$ cat config.mk
export PLATFORM = sky130hd
export DESIGN_NAME = humidity_sensor_poll_sequencer
export DESIGN_NICKNAME = d
export VERILOG_FILES = /design/src/rtl/core/hsps_pkg.sv /design/src/rtl/core/hsps_in_stage.sv /design/src/rtl/core/hsps_seq_core.sv /design/src/rtl/core/humidity_sensor_poll_sequencer.sv
export VERILOG_INCLUDE_DIRS = /design/src /design/src/rtl/core
export SDC_FILE = /design/constraint.sdc
export NUM_CORES = 1
export LEC_CHECK = 0
export ABC_CLOCK_PERIOD_IN_PS = 5550
export BUFFER_PORTS_ARGS = -buffer_cell sky130_fd_sc_hd__buf_2
export CAP_MARGIN = 10
export CORE_MARGIN = 2
export CORE_UTILIZATION = 40
export DETAILED_ROUTE_END_ITERATION = 10
export GPL_ROUTABILITY_DRIVEN = 0
export GPL_TIMING_DRIVEN = 0
export MAX_ROUTING_LAYER = met4
export PLACE_DENSITY = 0.64
export SLEW_MARGIN = 20
export SYNTH_ARGS = -nofsm -noshare
export SYNTH_HDL_FRONTEND = slang
export SYNTH_SLANG_ARGS = --single-unit
$ cat constraint.sdc
create_clock -name i_clk -period 5.55 [get_ports i_clk]
set_input_delay 1.11 -clock i_clk [delete_from_list [all_inputs] [get_ports i_clk]]
set_output_delay 1.11 -clock i_clk [all_outputs]
set_load 0.1 [all_outputs]
$ cat src/rtl/core/humidity_sensor_poll_sequencer_assert.svh
// Assertion macros for the humidity sensor poll sequencer.
// Used by the top level; expects i_clk and i_rst_n in scope.
`ifndef HUMIDITY_SENSOR_POLL_SEQUENCER_ASSERT_SVH
`define HUMIDITY_SENSOR_POLL_SEQUENCER_ASSERT_SVH
`ifndef SYNTHESIS
`define HSPS_ASSERT_NOW(label, pre, post, msg) \
    label: assert property (@(posedge i_clk) disable iff (!i_rst_n) (pre) |-> (post)) \
        else $error(msg);
`define HSPS_ASSERT_NEXT(label, pre, post, msg) \
    label: assert property (@(posedge i_clk) disable iff (!i_rst_n) (pre) |=> (post)) \
        else $error(msg);
`else
`define HSPS_ASSERT_NOW(label, pre, post, msg)
`define HSPS_ASSERT_NEXT(label, pre, post, msg)
`endif
`endif

$ cat src/rtl/core/hsps_pkg.sv
// Shared types and constants of the humidity sensor poll sequencer.
// No dependencies; used by all modules of the block.
package hsps_pkg;

    localparam logic [1:0] CMD_TICK    = 2'd0;
    localparam logic [1:0] CMD_MEASURE = 2'd1;
    localparam logic [1:0] CMD_XFER    = 2'd2;

    localparam logic [1:0] REQ_NONE  = 2'd0;
    localparam logic [1:0] REQ_WRITE = 2'd1;
    localparam logic [1:0] REQ_READ  = 2'd2;

    localparam logic [1:0] EV_NONE   = 2'd0;
    localparam logic [1:0] EV_UPDATE = 2'd1;
    localparam logic [1:0] EV_ERROR  = 2'd2;

    localparam logic [1:0] CFG_DEVICE_ADDRESS  = 2'd0;
    localparam logic [1:0] CFG_UPDATE_INTERVAL = 2'd1;
    localparam logic [1:0] CFG_INIT_DELAY      = 2'd2;
    localparam logic [1:0] CFG_MEASURE_DELAY   = 2'd3;

    localparam int CFG_INDEX_W = 2;
    localparam int CFG_DATA_W  = 32;

    localparam logic [6:0]  RST_DEVICE_ADDRESS = 7'd68;
    localparam logic [15:0] RST_DELAY          = 16'd20;
    localparam logic [15:0] SOFT_RESET_WORD    = 16'h30A2;
    localparam logic [15:0] MEASURE_WORD       = 16'h2C0D;

    typedef enum logic [1:0] {
        PH_INIT    = 2'd0,
        PH_MEASURE = 2'd1,
        PH_READ    = 2'd2,
        PH_UPDATE  = 2'd3
    } t_phase;

    typedef struct packed {
        logic [1:0]  command;
        logic        transfer_ok;
        logic [47:0] read_data;
    } t_item;

    typedef struct packed {
        logic [1:0]  bus_request;
        logic [6:0]  bus_address;
        logic [15:0] bus_write_word;
        logic [1:0]  event_code;
        logic        request_accepted;
        logic [15:0] humidity_raw;
        logic [15:0] temperature_raw;
        logic        values_valid;
    } t_result;

    typedef struct packed {
        logic awaiting;
    } t_status;

endpackage

$ cat src/rtl/core/hsps_in_stage.sv
// Input register of the poll sequencer: holds one transaction until the core takes it.
// Depends on hsps_pkg for the item type.
module hsps_in_stage (
    input  logic            i_clk,
    input  logic            i_rst_n,
    input  logic            i_valid,
    output logic            o_stall,
    input  hsps_pkg::t_item i_item,
    input  logic            i_advance,
    output logic            o_valid,
    output hsps_pkg::t_item o_item
);

    logic            r_valid;
    hsps_pkg::t_item r_item;

    assign o_stall = r_valid && !i_advance;
    assign o_valid = r_valid;
    assign o_item  = r_item;

    always_ff @(posedge i_clk) begin
        if (!i_rst_n) begin
            r_valid <= 1'b0;
        end else if (!o_stall) begin
            r_valid <= i_valid;
        end
    end

    always_ff @(posedge i_clk) begin
        if (!o_stall && i_valid) begin
            r_item <= i_item;
        end
    end

endmodule

$ cat src/rtl/core/hsps_seq_core.sv
// Sequencer state, configuration registers and result logic of the poll sequencer.
// Depends on hsps_pkg for codes, phases and the item and result types.
module hsps_seq_core #(
    parameter int TIME_BITS   = 32,
    parameter int START_DELAY = 20
) (
    input  logic                             i_clk,
    input  logic                             i_rst_n,
    input  logic                             i_fire,
    input  hsps_pkg::t_item                  i_item,
    input  logic                             i_cfg_we,
    input  logic [hsps_pkg::CFG_INDEX_W-1:0] i_cfg_index,
    input  logic [hsps_pkg::CFG_DATA_W-1:0]  i_cfg_data,
    output hsps_pkg::t_result                o_result,
    output hsps_pkg::t_status                o_status
);

    hsps_pkg::t_phase     r_phase, n_phase;
    logic                 r_pend, n_pend;
    logic [TIME_BITS-1:0] r_due, n_due;
    logic [TIME_BITS-1:0] r_ready, n_ready;
    logic [TIME_BITS-1:0] r_time, n_time;
    logic [31:0]          r_ivl_left, n_ivl_left;
    logic                 r_active, n_active;
    logic                 r_await, n_await;
    logic                 r_valid, n_valid;
    logic [15:0]          r_hum, n_hum;
    logic [15:0]          r_temp, n_temp;
    logic [6:0]           r_dev_addr, n_dev_addr;
    logic [31:0]          r_interval, n_interval;
    logic [15:0]          r_init_delay, n_init_delay;
    logic [15:0]          r_meas_delay, n_meas_delay;

    logic                 tick;
    logic                 xfer;
    logic                 iv_hit;
    logic                 pre_pend;
    logic                 pre_act;
    logic [TIME_BITS-1:0] pre_due;
    logic [TIME_BITS-1:0] time_inc;
    logic [TIME_BITS-1:0] due_diff;
    logic                 task_go;

    // The interval counter may raise a measure request before the due check of the same tick.
    always_comb begin
        tick     = i_item.command == hsps_pkg::CMD_TICK;
        xfer     = (i_item.command == hsps_pkg::CMD_XFER) && r_await;
        time_inc = r_time + TIME_BITS'(1);
        iv_hit   = tick && (r_interval != 32'd0) && (r_ivl_left <= 32'd1);
        pre_act  = r_active || iv_hit;
        pre_pend = r_pend;
        pre_due  = r_due;
        if (iv_hit && !r_active) begin
            pre_pend = 1'b1;
            pre_due  = r_ready;
        end
        // Wrap-aware: the task is due when the difference lies in the lower half.
        due_diff = time_inc - pre_due;
        task_go  = tick && pre_pend && !r_await && !due_diff[TIME_BITS-1];
    end

    // Next state.
    always_comb begin
        n_phase      = r_phase;
        n_pend       = r_pend;
        n_due        = r_due;
        n_ready      = r_ready;
        n_time       = r_time;
        n_ivl_left   = r_ivl_left;
        n_active     = r_active;
        n_await      = r_await;
        n_valid      = r_valid;
        n_hum        = r_hum;
        n_temp       = r_temp;
        n_dev_addr   = r_dev_addr;
        n_interval   = r_interval;
        n_init_delay = r_init_delay;
        n_meas_delay = r_meas_delay;
        if (i_cfg_we) begin
            case (i_cfg_index)
                hsps_pkg::CFG_DEVICE_ADDRESS: begin
                    n_dev_addr = i_cfg_data[6:0];
                end
                hsps_pkg::CFG_UPDATE_INTERVAL: begin
                    n_interval = i_cfg_data;
                    n_ivl_left = i_cfg_data;
                    if (i_cfg_data != 32'd0 && !r_active) begin
                        n_active = 1'b1;
                        n_pend   = 1'b1;
                        n_due    = r_ready;
                    end
                end
                hsps_pkg::CFG_INIT_DELAY: begin
                    n_init_delay = i_cfg_data[15:0];
                end
                hsps_pkg::CFG_MEASURE_DELAY: begin
                    n_meas_delay = i_cfg_data[15:0];
                end
                default: begin
                end
            endcase
        end else if (i_fire) begin
            case (i_item.command)
                hsps_pkg::CMD_TICK: begin
                    n_time   = time_inc;
                    n_pend   = pre_pend;
                    n_due    = pre_due;
                    n_active = pre_act;
                    if (r_interval != 32'd0) begin
                        n_ivl_left = iv_hit ? r_interval : r_ivl_left - 32'd1;
                    end
                    if (task_go) begin
                        n_pend = 1'b0;
                        case (r_phase)
                            hsps_pkg::PH_UPDATE: begin
                                n_active = 1'b0;
                                n_phase  = hsps_pkg::PH_MEASURE;
                            end
                            default: begin
                                n_await = 1'b1;
                            end
                        endcase
                    end
                end
                hsps_pkg::CMD_MEASURE: begin
                    if (!r_active) begin
                        n_active = 1'b1;
                        n_pend   = 1'b1;
                        n_due    = r_ready;
                    end
                end
                hsps_pkg::CMD_XFER: begin
                    if (r_await) begin
                        n_await = 1'b0;
                        if (!i_item.transfer_ok) begin
                            n_valid  = 1'b0;
                            n_active = 1'b0;
                            n_phase  = hsps_pkg::PH_INIT;
                            n_pend   = 1'b0;
                        end else begin
                            case (r_phase)
                                hsps_pkg::PH_INIT: begin
                                    n_phase = hsps_pkg::PH_MEASURE;
                                    n_ready = r_time + TIME_BITS'(r_init_delay);
                                    n_pend  = r_active;
                                    if (r_active) begin
                                        n_due = r_time + TIME_BITS'(r_init_delay);
                                    end
                                end
                                hsps_pkg::PH_MEASURE: begin
                                    n_phase = hsps_pkg::PH_READ;
                                    n_pend  = 1'b1;
                                    n_due   = r_time + TIME_BITS'(r_meas_delay);
                                end
                                default: begin
                                    // Read data: temperature in bytes 0 and 1,
                                    // humidity in bytes 3 and 4.
                                    n_temp   = i_item.read_data[47:32];
                                    n_hum    = i_item.read_data[23:8];
                                    n_valid  = 1'b1;
                                    n_active = 1'b0;
                                    n_phase  = hsps_pkg::PH_MEASURE;
                                    n_pend   = 1'b0;
                                end
                            endcase
                        end
                    end
                end
                default: begin
                end
            endcase
        end
    end

    // Result of the transaction being processed.
    always_comb begin
        o_result = '0;
        if (task_go && r_phase != hsps_pkg::PH_UPDATE) begin
            o_result.bus_address = r_dev_addr;
            case (r_phase)
                hsps_pkg::PH_INIT: begin
                    o_result.bus_request    = hsps_pkg::REQ_WRITE;
                    o_result.bus_write_word = hsps_pkg::SOFT_RESET_WORD;
                end
                hsps_pkg::PH_MEASURE: begin
                    o_result.bus_request    = hsps_pkg::REQ_WRITE;
                    o_result.bus_write_word = hsps_pkg::MEASURE_WORD;
                end
                default: begin
                    o_result.bus_request = hsps_pkg::REQ_READ;
                end
            endcase
        end
        if (task_go && r_phase == hsps_pkg::PH_UPDATE) begin
            o_result.event_code = hsps_pkg::EV_UPDATE;
        end else if (xfer && !i_item.transfer_ok) begin
            o_result.event_code = hsps_pkg::EV_ERROR;
        end else if (xfer && (r_phase == hsps_pkg::PH_READ || r_phase == hsps_pkg::PH_UPDATE)) begin
            o_result.event_code = hsps_pkg::EV_UPDATE;
        end
        o_result.request_accepted = (i_item.command == hsps_pkg::CMD_MEASURE) && !r_active;
        o_result.humidity_raw     = n_hum;
        o_result.temperature_raw  = n_temp;
        o_result.values_valid     = n_valid;
    end

    assign o_status.awaiting = r_await;

    always_ff @(posedge i_clk) begin
        if (!i_rst_n) begin
            r_phase      <= hsps_pkg::PH_INIT;
            r_pend       <= 1'b1;
            r_due        <= TIME_BITS'(START_DELAY);
            r_ready      <= TIME_BITS'(START_DELAY);
            r_time       <= '0;
            r_ivl_left   <= '0;
            r_active     <= 1'b0;
            r_await      <= 1'b0;
            r_valid      <= 1'b0;
            r_hum        <= '0;
            r_temp       <= '0;
            r_dev_addr   <= hsps_pkg::RST_DEVICE_ADDRESS;
            r_interval   <= '0;
            r_init_delay <= hsps_pkg::RST_DELAY;
            r_meas_delay <= hsps_pkg::RST_DELAY;
        end else begin
            r_phase      <= n_phase;
            r_pend       <= n_pend;
            r_due        <= n_due;
            r_ready      <= n_ready;
            r_time       <= n_time;
            r_ivl_left   <= n_ivl_left;
            r_active     <= n_active;
            r_await      <= n_await;
            r_valid      <= n_valid;
            r_hum        <= n_hum;
            r_temp       <= n_temp;
            r_dev_addr   <= n_dev_addr;
            r_interval   <= n_interval;
            r_init_delay <= n_init_delay;
            r_meas_delay <= n_meas_delay;
        end
    end

endmodule

$ cat src/rtl/core/humidity_sensor_poll_sequencer.sv
// Top level of the humidity sensor poll sequencer: input register, core and result register.
// Depends on hsps_pkg, hsps_in_stage, hsps_seq_core and the assertion macro header.
//
// Each input transaction (tick, measure request or bus transfer outcome) yields exactly one
// result transaction. The block takes one transaction per clock while the output side does
// not stall. The input register holds each transaction while one pass through the sequencer
// logic computes the result, which is loaded into the result register when the transaction
// fires. The core reads and writes the sequencer registers once per transaction, so its
// state update sets the throughput. A result held by a stall
// on the output side blocks the core, and the input side then stalls as soon as the input
// register holds a transaction. Configuration writes are to be made only while no
// transaction is in flight.
module humidity_sensor_poll_sequencer #(
    parameter int TIME_BITS   = 32,
    parameter int START_DELAY = 20
) (
    input  logic                             i_clk,
    input  logic                             i_rst_n,
    input  logic                             i_in_valid,
    output logic                             o_in_stall,
    input  logic [1:0]                       i_command,
    input  logic                             i_transfer_ok,
    input  logic [47:0]                      i_read_data,
    output logic                             o_out_valid,
    input  logic                             i_out_stall,
    output logic [1:0]                       o_bus_request,
    output logic [6:0]                       o_bus_address,
    output logic [15:0]                      o_bus_write_word,
    output logic [1:0]                       o_event_code,
    output logic                             o_request_accepted,
    output logic [15:0]                      o_humidity_raw,
    output logic [15:0]                      o_temperature_raw,
    output logic                             o_values_valid,
    input  logic                             i_cfg_we,
    input  logic [hsps_pkg::CFG_INDEX_W-1:0] i_cfg_index,
    input  logic [hsps_pkg::CFG_DATA_W-1:0]  i_cfg_data
);

`include "humidity_sensor_poll_sequencer_assert.svh"

    hsps_pkg::t_item   in_item;
    hsps_pkg::t_item   held_item;
    logic              held_valid;
    logic              out_ready;
    logic              fire;
    hsps_pkg::t_result result;
    hsps_pkg::t_status status;

    logic              r_out_valid;
    hsps_pkg::t_result r_out;

    assign in_item.command     = i_command;
    assign in_item.transfer_ok = i_transfer_ok;
    assign in_item.read_data   = i_read_data;

    assign out_ready = !r_out_valid || !i_out_stall;
    assign fire      = held_valid && out_ready;

    hsps_in_stage u_in_stage (
        .i_clk     (i_clk),
        .i_rst_n   (i_rst_n),
        .i_valid   (i_in_valid),
        .o_stall   (o_in_stall),
        .i_item    (in_item),
        .i_advance (out_ready),
        .o_valid   (held_valid),
        .o_item    (held_item)
    );

    hsps_seq_core #(
        .TIME_BITS   (TIME_BITS),
        .START_DELAY (START_DELAY)
    ) u_seq_core (
        .i_clk       (i_clk),
        .i_rst_n     (i_rst_n),
        .i_fire      (fire),
        .i_item      (held_item),
        .i_cfg_we    (i_cfg_we),
        .i_cfg_index (i_cfg_index),
        .i_cfg_data  (i_cfg_data),
        .o_result    (result),
        .o_status    (status)
    );

    always_ff @(posedge i_clk) begin
        if (!i_rst_n) begin
            r_out_valid <= 1'b0;
        end else if (fire) begin
            r_out_valid <= 1'b1;
        end else if (!i_out_stall) begin
            r_out_valid <= 1'b0;
        end
    end

    always_ff @(posedge i_clk) begin
        if (fire) begin
            r_out <= result;
        end
    end

    assign o_out_valid        = r_out_valid;
    assign o_bus_request      = r_out.bus_request;
    assign o_bus_address      = r_out.bus_address;
    assign o_bus_write_word   = r_out.bus_write_word;
    assign o_event_code       = r_out.event_code;
    assign o_request_accepted = r_out.request_accepted;
    assign o_humidity_raw     = r_out.humidity_raw;
    assign o_temperature_raw  = r_out.temperature_raw;
    assign o_values_valid     = r_out.values_valid;

    `HSPS_ASSERT_NOW(a_one_action,
        o_out_valid && o_bus_request != hsps_pkg::REQ_NONE,
        o_event_code == hsps_pkg::EV_NONE && !o_request_accepted,
        "bus request and event in one result")
    `HSPS_ASSERT_NOW(a_error_invalid,
        o_out_valid && o_event_code == hsps_pkg::EV_ERROR,
        !o_values_valid,
        "error result shows valid values")
    `HSPS_ASSERT_NEXT(a_xfer_clears,
        fire && held_item.command == hsps_pkg::CMD_XFER && status.awaiting && !i_cfg_we,
        !status.awaiting,
        "transfer outcome left the sequencer waiting")
    `HSPS_ASSERT_NEXT(a_held_item_kept,
        held_valid && !out_ready,
        held_valid,
        "stalled transaction dropped from input register")

endmodule

==> flow_metrics.env, run 1 <==
export IMPL_core_sq_mm=0.0433
export IMPL_cts_root_buf="clkbuf_16"
export IMPL_grt_pass1_wl_um=86300
export IMPL_rows=76
export IMPL_use_met3=0.0543
export IMPL_synth_area_sq_mm=0.0176
export IMPL_reg2reg_slack_ns=0.06
export IMPL_synth_ff_type="dfxtp_1"
export IMPL_vdd_ir_drop_max_mv=0.220
export IMPL_port_buffers=129
export IMPL_p_leak_nw=8.32
export IMPL_synth_distinct_cells=74
export IMPL_die_w_um=214
export IMPL_critPathMaxStageDelay_ns=0.49
export IMPL_dr_pass1_iters=5
export IMPL_cp_max_fo=10
export IMPL_startpoint_type="register"
export IMPL_clk_latency_ns=0.54
export IMPL_p_per_area_mw_per_mm2=280
export IMPL_regArea_sq_mm=0.00727
export IMPL_yosysSeqAreaShare=0.412
export IMPL_yosysMostFrequentCell="nand2_1"
export IMPL_dp_cells=2710
export IMPL_reg2reg_to="u_seq_core.r_phase[0]"
export IMPL_drc_errors=0
export IMPL_num_vias=16000
export IMPL_cts_tree="yes"
export IMPL_setup_tns_ns=0
export IMPL_clkTransAtPathRegs_ns=0.06
export IMPL_htreeDepth=2
export IMPL_cts_sinks=321
export IMPL_start_util=0.406
export IMPL_cp_slowest_cell="or4b_4"
export IMPL_hold_viol=0
export IMPL_numCtsBuffers=37
export IMPL_layoutNonFillerInstCount=2800
export IMPL_synth_area_leaders="dfxtp_1 27%, edfxtp_1 14%, nand2_1 6.7%"
export IMPL_grt_max_degree=41
export IMPL_r2r_worst_path_cells=19
export IMPL_track_usage=0.252
export IMPL_dp_hpwl_um=41400
export IMPL_first_global_vias=15200
export IMPL_antenna_found_initial=1
export IMPL_whs_ns=0.472
export IMPL_fin_crit_ns=5.49
export IMPL_gr_max_usage_layer="met2"
export IMPL_use_met1=0.328
export IMPL_die_height_um=214
export IMPL_cp_endpoint="u_seq_core.r_phase[0]"
export IMPL_ys_warn_count=0
export IMPL_timing_slew_headroom=0.206
export IMPL_synth_top_cell_by_area="dfxtp_1"
export IMPL_viasPerCell=5.71
export IMPL_synth_top_cell_area_share=0.272
export IMPL_skew_ns=0.0185
export IMPL_ant_nets=0
export IMPL_routedWlPerCell_um=20.3
export IMPL_critPathRequiredTime_ns=5.95
export IMPL_reg2reg_from="u_in_stage.o_item[49]"
export IMPL_drive_above_1_share=0.145
export IMPL_status="completed"
export IMPL_syn_inst=1989
export IMPL_multi_input_area_sq_mm=0.00982
export IMPL_startpoint="u_in_stage.o_item[49]"
export IMPL_finalSetupViolCount=0
export IMPL_totalWireLength_um=57000
export IMPL_drv_cap=0
export IMPL_max_freq_ghz=0.182
export IMPL_cts_buffer_depth=3
export IMPL_fin_crit_sh=0.990
export IMPL_syn_avg_cell_area_sq_um=8.84
export IMPL_grt_ovfl_total=0
export IMPL_critPathKind="reg2reg"
export IMPL_synth_seq_cells=321
export IMPL_drt_initial_drc_count=1429
export IMPL_area_growth_pct=17.8
export IMPL_arrival_ns=5.90
export IMPL_ys_top_cells_by_count="312 x nand2_1, 239 x dfxtp_1, 118 x nor2_1"
export IMPL_maxSlewViolCount=0
export IMPL_worstSetupEndpointType="register"
export IMPL_hp_class="reg2reg"
export IMPL_fillCellCount=4125
export IMPL_crit_chain="inv_2 -> ha_4 -> or4b_4 -> nor3_4 -> o2111ai_4 -> nor2_4 -> buf_8 -> mux2i_1 -> ha_1 -> nand3_2 -> nor4_4 -> o211ai_1 -> a2111oi_4 -> o211ai_1 -> a211oi_2 -> o2111ai_4 -> nor2_4 -> o211ai_2 -> mux2i_1"
export IMPL_fin_util=0.479
export IMPL_nNetsFinal=2347
export IMPL_worst_pin_slew_ns=1.19
export IMPL_die_area_sq_mm=0.0456
export IMPL_synth_edf_count=82
export IMPL_ioPinCount=153
export IMPL_synthArstFlopShare=0
export IMPL_use_met2=0.378
[cells by family after synthesis]
kind of cell,synth area share
adders and majority gates,0.0507
muxes,0.0456
and+or+nand+nor,0.189
other,0.000213
DFF,0.412
AOI/OAI and AO/OA,0.196
buffers and inverters,0.0416
xor gates and xnor gates,0.0643
[repair_timing]
action | in CTS | in global routing
pin swaps | 7 | 12
setup endpoints to repair | 17 | 17
hold buffers | 0 | 0
cloned | 0 | 0
buffers inserted | 7 | 18
resized for setup | 25 | 35
[layout by cell type (no fill, tap or decap), types with 43 or more instances in the layout]
master      n
a21boi_0   87
xnor2_1    84
clkbuf_1  122
nand2_1   312
dfxtp_1   229
edfxtp_1   82
nand3_1    43
nor2_1    117
ha_1       66
o21ai_0    88
and2_1     72
a21oi_1   113
buf_2     133
xor2_1     45
[report_power, final]
group / switching, mW / internal [mW] / total [mW]
registers: 0.0568 / 2.48 / 2.53
logic: 0.542 / 0.245 / 0.787
clock network: 0.993 / 1.49 / 2.48
[routing by layer]
metal / vias up / routed length (um)
li1: 7464 / -
met1: 7540 / 24800
met2: 804 / 24300
met3: 180 / 5430
met4: 0 / 2440
met5: - / 0
[how the worst min path moves through the flow]
stage / startpoint / endpoint / slack [ns] / depth (start not counted)
after floorplan: u_seq_core.r_dev_addr[2] / u_seq_core.r_dev_addr[2] / 0.43 / 2
after global placement: u_seq_core.r_due[19] / u_seq_core.r_due[19] / 0.45 / 2
after global routing: u_seq_core.r_init_delay[4] / u_seq_core.r_init_delay[4] / 0.50 / 2
after CTS: u_seq_core.r_dev_addr[6] / u_seq_core.r_dev_addr[6] / 0.47 / 2
final: u_seq_core.r_dev_addr[6] / u_seq_core.r_dev_addr[6] / 0.47 / 2
after detailed placement: u_seq_core.r_dev_addr[6] / u_seq_core.r_dev_addr[6] / 0.46 / 2
[flip-flops by register name, summed over array words and instances, names as in the netlist, 2 cells and up]
register                 flops
u_in_stage.o_item           35
u_seq_core.r_due            32
u_seq_core.r_interval       32
u_seq_core.r_ivl_left       32
u_seq_core.r_ready          32
u_seq_core.r_time           32
o_humidity_raw              16
o_temperature_raw           16
u_seq_core.r_hum            16
u_seq_core.r_init_delay     16
u_seq_core.r_meas_delay     16
u_seq_core.r_temp           16
o_bus_address                7
u_seq_core.r_dev_addr        7
o_bus_request                2
o_bus_write_word             2
o_event_code                 2
u_seq_core.r_phase           2
[stage by stage]
| stage | setup WS (ns) | total power [mW] | cell area, sq um |
|---|---|---|---|
| 6_report | 0.0574 | 5.80 | 20700 |
| 5_1_grt | -0.0389 | 5.99 | 20700 |
| 4_1_cts | 0.0236 | 5.82 | 20400 |
| 3_5_place_dp | -1.81 | 3.32 | 19000 |
| 3_3_place_gp | -2.11 | 3.31 | 19000 |
| 2_1_floorplan | 0.496 | 3.09 | 17600 |
[worst max-delay path, delay by kind of cell (launching register included)]
family          cells  cell delay, ns
compound gates      7            1.88
simple gates        6            1.81
mux                 2            0.46
flops               1            0.45
fa+ha+maj           2            0.41
buf+inv             2            0.35
[cell type report]
| type | count | share of cell area |
|---|---|---|
| clock buffers | 49 | 0.0479 |
| multi-input cells | 1495 | 0.475 |
| plain buffers | 142 | 0.0308 |
| diodes | 2 | 0.000242 |
| flip-flops and latches | 321 | 0.351 |
| well taps | 585 | 0.0354 |
| clock inverters | 16 | 0.0102 |
| inverters | 34 | 0.00629 |
| repair buffers | 156 | 0.0435 |
Note: power is estimated with default switching activity, not from simulation.
==> inputs of run 2 (changes only) <==
- GPL_ROUTABILITY_DRIVEN: 0 -> unset
- SETUP_SLACK_MARGIN: unset -> 0.1
==> flow_metrics.env, run 2 (synthesis gave the netlist of run 1 again) <==
export IMPL_whs_ns=0.470
export IMPL_p_leak_nw=8.40
export IMPL_timing_slew_headroom=0.206
export IMPL_grt_ovfl_total=0
export IMPL_ioPinCount=153
export IMPL_fin_crit_ns=5.49
export IMPL_r2r_worst_path_cells=20
export IMPL_die_w_um=214
export IMPL_drc_errors=0
export IMPL_status="completed"
export IMPL_totalWireLength_um=58200
export IMPL_core_sq_mm=0.0433
export IMPL_cts_hold_buf=0
export IMPL_reg2reg_to="o_bus_address[6]"
export IMPL_hp_class="reg2reg"
export IMPL_port_buffers=129
export IMPL_dr_pass1_iters=6
export IMPL_p_per_area_mw_per_mm2=274
export IMPL_clkTransAtPathRegs_ns=0.06
export IMPL_area_growth_pct=18.9
export IMPL_hold_viol=0
export IMPL_skew_ns=0.0164
export IMPL_dp_cells=2709
export IMPL_maxSlewViolCount=0
export IMPL_drv_cap=0
export IMPL_rsz0062_at_grt="yes"
export IMPL_fin_crit_sh=0.990
export IMPL_cts_root_buf="clkbuf_16"
export IMPL_regArea_sq_mm=0.00728
export IMPL_largest_reg_flops=35
export IMPL_gp_congestion=0.981
export IMPL_numCtsBuffers=37
export IMPL_viasPerCell=5.69
export IMPL_htreeDepth=2
export IMPL_die_area_sq_mm=0.0456
export IMPL_cp_max_fo=7
export IMPL_clk_latency_ns=0.55
export IMPL_track_usage=0.256
export IMPL_grt_max_degree=48
export IMPL_startpoint="u_in_stage.o_item[50]"
export IMPL_worstSetupEndpointType="register"
export IMPL_cts_buffer_depth=3
export IMPL_cts_tree="yes"
export IMPL_dp_hpwl_um=41800
export IMPL_critPathKind="reg2reg"
export IMPL_grt_pass1_wl_um=87200
export IMPL_worst_pin_slew_ns=1.19
export IMPL_cp_endpoint="o_bus_address[6]"
export IMPL_reg2reg_slack_ns=0.06
export IMPL_cts_sinks=321
export IMPL_vdd_ir_drop_max_mv=0.218
export IMPL_arrival_ns=5.90
export IMPL_die_height_um=214
export IMPL_rows=76
export IMPL_drive_above_1_share=0.156
export IMPL_startpoint_type="register"
export IMPL_num_vias=16000
export IMPL_drt_initial_drc_count=1673
export IMPL_reg2reg_from="u_in_stage.o_item[50]"
export IMPL_multi_input_area_sq_mm=0.00990
export IMPL_start_util=0.406
export IMPL_antenna_found_initial=0
export IMPL_final_cell_mix="312 x nand2_1, 228 x dfxtp_1, 133 x buf_2"
export IMPL_first_global_vias=15200
export IMPL_layoutNonFillerInstCount=2817
export IMPL_critPathRequiredTime_ns=5.96
export IMPL_design_area_sq_mm=0.0209
export IMPL_routedWlPerCell_um=20.7
export IMPL_p_total_mw=5.72
export IMPL_final_common_cell="nand2_1"
export IMPL_finalSetupViolCount=0
export IMPL_fin_util=0.483
export IMPL_placement_cell_area_sq_mm=0.0190
export IMPL_ant_nets=0
export IMPL_nNetsFinal=2362
export IMPL_fillCellCount=4122
export IMPL_max_freq_ghz=0.182
[run 2: changes by cell type in the layout (fill, tap and decap cells not counted), moves of 2 or more]
cell	previous run	this run
ha_4	2	4
clkbuf_1	122	120
ha_1	66	64
buf_4	38	51
bufinv_16	5	0
and2_1	72	67
clkbuf_8	2	6
buf_12	3	7
and2_4	0	5
inv_6	1	4
clkinvlp_4	1	3
clkbuf_16	37	39
[run 2: power by group]
part | internal (mW) | leakage (nW) | total, mW | switching [mW]
combinational | 0.245 | 5.09 | 0.792 | 0.547
clock | 1.37 | 0.571 | 2.39 | 1.02
sequential | 2.48 | 2.74 | 2.53 | 0.0576
total | 4.10 | 8.40 | 5.72 | 1.62
[run 2: area by class of cell]
cell class | count | area share
buffer | 143 | 0.0310
clock inverter | 15 | 0.00437
sequential | 321 | 0.348
inverter | 34 | 0.00623
antenna | 1 | 0.000120
multi-input combinational | 1495 | 0.474
clock buffer | 53 | 0.0521
timing repair buffer | 170 | 0.0490
tap | 585 | 0.0350
[run 2: worst min path at each step]
| stage | start | endpoint | depth (start not counted) | slack (ns) |
|---|---|---|---|---|
| after global placement | u_seq_core.r_due[19] | u_seq_core.r_due[19] | 2 | 0.45 |
| after floorplan | u_seq_core.r_dev_addr[2] | u_seq_core.r_dev_addr[2] | 2 | 0.43 |
| after detailed placement | u_seq_core.r_dev_addr[6] | u_seq_core.r_dev_addr[6] | 2 | 0.46 |
| after global routing | u_seq_core.r_due[19] | u_seq_core.r_due[19] | 2 | 0.49 |
| after CTS | u_seq_core.r_init_delay[6] | u_seq_core.r_init_delay[6] | 2 | 0.47 |
| final | u_seq_core.r_init_delay[6] | u_seq_core.r_init_delay[6] | 2 | 0.47 |
[run 2: per-stage QoR]
| stage | setup TNS [ns] | setup WS (ns) |
|---|---|---|
| 5_1_grt | -0.0149 | -0.0149 |
| 3_3_place_gp | -30.16 | -2.05 |
| 3_5_place_dp | -29.81 | -2.05 |
| 6_report | 0 | 0.0552 |
| 2_1_floorplan | 0 | 0.496 |
| 4_1_cts | 0 | 0.115 |
[run 2: timing repair]
| action | in CTS | in global routing |
|---|---|---|
| pin swaps | 5 | 23 |
| setup buffers | 6 | 34 |
| resized for setup | 26 | 53 |
| setup endpoints to repair | 17 | 17 |
[run 2: routing by layer]
layer	GRT usage	up-vias	wire (um)
met2	0.386	840	25000
met3	0.0537	160	5710
li1	-	7500	-
met4	0.106	0	2420
met5	-	-	0
met1	0.334	7526	25000
[run 2: worst max-delay path, cell delays in order, from the launching register on]
cell and delay (ns):
edfxtp_1 0.46, inv_2 0.12, ha_4 0.13, or4b_4 0.47, nor3_4 0.30, o2111ai_4 0.25, nor2_4 0.31, buf_12 0.19
mux2i_4 0.31, ha_4 0.19, nand3_4 0.09, nor4_4 0.39, o211ai_1 0.23, a2111oi_4 0.40, o211ai_1 0.22, a211oi_2 0.37
o2111ai_4 0.29, a21oi_4 0.23, buf_12 0.14, buf_12 0.12, and2_4 0.13
==> inputs of run 3 (changes only) <==
- ABC_CLOCK_PERIOD_IN_PS: 5550 -> 5800
- clock period: 5.55 -> 5.8 ns (I/O delays scaled with it)
==> flow_metrics.env, run 3 (synthesis gave the netlist of run 1 again) <==
export IMPL_status="completed"
export IMPL_final_common_cell="nand2_1"
export IMPL_rows=76
export IMPL_area_growth_pct=16.8
export IMPL_fin_crit_ns=5.55
export IMPL_core_sq_mm=0.0433
export IMPL_r2r_worst_path_cells=20
export IMPL_clk_latency_ns=0.55
export IMPL_critPathMaxStageDelay_ns=0.49
export IMPL_dp_hpwl_um=41800
export IMPL_grt_pass1_wl_um=86900
export IMPL_drt_initial_drc_count=1676
export IMPL_totalWireLength_um=57700
export IMPL_reg2reg_slack_ns=0.25
export IMPL_max_freq_ghz=0.180
export IMPL_crit_chain="inv_2 -> ha_4 -> or4b_4 -> nor3_4 -> o2111ai_4 -> nor2_4 -> buf_8 -> mux2i_2 -> ha_1 -> nand2_1 -> nor4_4 -> o211ai_1 -> a2111oi_4 -> o211ai_1 -> a211oi_2 -> o2111ai_4 -> a21oi_4 -> buf_12 -> o211ai_1 -> o211a_1"
export IMPL_cts_root_buf="clkbuf_16"
export IMPL_arrival_ns=5.99
export IMPL_start_util=0.406
export IMPL_worstSetupEndpointType="register"
export IMPL_rsz0062_at_grt="no"
export IMPL_cp_max_fo=10
export IMPL_final_cell_mix="312 x nand2_1, 233 x dfxtp_1, 134 x buf_2"
export IMPL_p_per_area_mw_per_mm2=266
export IMPL_placement_cell_area_sq_mm=0.0190
export IMPL_maxSlewViolCount=0
export IMPL_drv_cap=0
export IMPL_hp_class="reg2reg"
export IMPL_routedWlPerCell_um=20.7
export IMPL_viasPerCell=5.71
export IMPL_dr_pass1_iters=6
export IMPL_clkTransAtPathRegs_ns=0.06
export IMPL_drc_errors=0
export IMPL_die_area_sq_mm=0.0456
export IMPL_fin_util=0.474
export IMPL_track_usage=0.255
export IMPL_drive_above_1_share=0.139
export IMPL_largest_reg_flops=35
export IMPL_numCtsBuffers=37
export IMPL_worst_pin_slew_ns=1.19
export IMPL_num_vias=15900
export IMPL_ioPinCount=153
export IMPL_crit_path_frequent_cell="o211ai_1"
export IMPL_die_w_um=214
export IMPL_grt_ovfl_total=0
export IMPL_fillCellCount=4149
export IMPL_reg2reg_to="u_seq_core.o_status"
export IMPL_cts_sinks=321
export IMPL_nNetsFinal=2336
export IMPL_cts_tree="yes"
export IMPL_cp_slowest_cell="or4b_4"
export IMPL_gp_congestion=0.981
export IMPL_htreeDepth=2
export IMPL_die_height_um=214
export IMPL_first_global_vias=15100
export IMPL_startpoint_type="register"
export IMPL_ant_nets=0
export IMPL_port_buffers=129
export IMPL_skew_ns=0.0159
export IMPL_timing_slew_headroom=0.204
export IMPL_vdd_ir_drop_max_mv=0.209
export IMPL_hp_start="u_seq_core.r_dev_addr[6]"
export IMPL_antenna_found_initial=0
export IMPL_hold_viol=0
export IMPL_grt_max_degree=48
export IMPL_finalSetupViolCount=0
export IMPL_critPathKind="reg2reg"
export IMPL_antenna_cells=0
export IMPL_min_path_cells=2
export IMPL_fin_crit_sh=0.958
export IMPL_p_leak_nw=8.23
export IMPL_reg2reg_from="u_in_stage.o_item[49]"
export IMPL_design_area_sq_mm=0.0205
export IMPL_cts_buffer_depth=3
export IMPL_critPathRequiredTime_ns=6.23
export IMPL_worst_hold_path_endpoint="u_seq_core.r_dev_addr[6]"
==> run 3: changes by cell type in the layout (fill, tap and decap cells not counted), sizes merged <==
cell and delta:
clkbuf +1, diode -1, buf -27
==> run 3: area by class of cell <==
| type | count | area [sq um] | share of cell area |
|---|---|---|---|
| clock buffers | 53 | 1090 | 0.0531 |
| plain buffers | 144 | 636 | 0.0310 |
| repair buffers | 143 | 783 | 0.0382 |
| well taps | 585 | 732 | 0.0357 |
| multi-input cells | 1495 | 9800 | 0.478 |
| flip-flops and latches | 321 | 7260 | 0.354 |
| inverters | 34 | 130 | 0.00634 |
| clock inverters | 15 | 91.3 | 0.00445 |
==> run 3: through the flow <==
step	hold slack [ns]	setup TNS, ns	power [mW]	instances	worst slack (ns)
global placement	0.452	-25.91	3.17	2708	-1.80
floorplan	0.433	0	2.96	1994	0.746
finish	0.469	0	5.46	2790	0.246
CTS	0.475	0	5.47	2782	0.104
global route	0.492	0	5.66	2790	0.0432
detailed placement	0.458	-25.56	3.18	2709	-1.80
==> run 3: where the power goes <==
group,total (mW),internal (mW),switching (mW)
Combinational,0.747,0.227,0.520
Clock,2.29,1.31,0.972
Sequential,2.43,2.37,0.0540
==> run 3: timing repair <==
action,in CTS,in global routing
setup buffers,5,8
pin swaps,4,11
setup endpoints to repair,17,17
hold buffers,0,0
gates resized for setup,20,28
==> run 3: worst max path at each step <==
stage,start,endpoint,slack [ns],cells past startpoint
detailed placement,u_seq_core.r_time[1],u_seq_core.o_status,-1.80,21
CTS,u_seq_core.r_time[9],u_seq_core.o_status,0.10,21
floorplan,u_seq_core.r_time[1],u_seq_core.o_status,0.75,21
global route,u_in_stage.o_item[49],u_seq_core.o_status,0.04,20
global placement,u_seq_core.r_time[0],u_seq_core.o_status,-1.80,21
finish,u_in_stage.o_item[49],u_seq_core.o_status,0.25,20
==> run 3: routing by layer <==
layer,share of wire,global-route usage
met5,0,-
met2,0.42,0.385
met1,0.43,0.334
met4,0.044,0.106
met3,0.099,0.0530
==> run 3: critical path, delay by kind of cell (launching register included) <==
| family | cells | cell delay, ns |
|---|---|---|
| adders and majority gates | 2 | 0.37 |
| AOI/OAI and AO/OA | 9 | 2.23 |
| buffers and inverters | 3 | 0.51 |
| DFF | 1 | 0.44 |
| muxes | 1 | 0.28 |
| and+or+nand+nor | 5 | 1.57 |
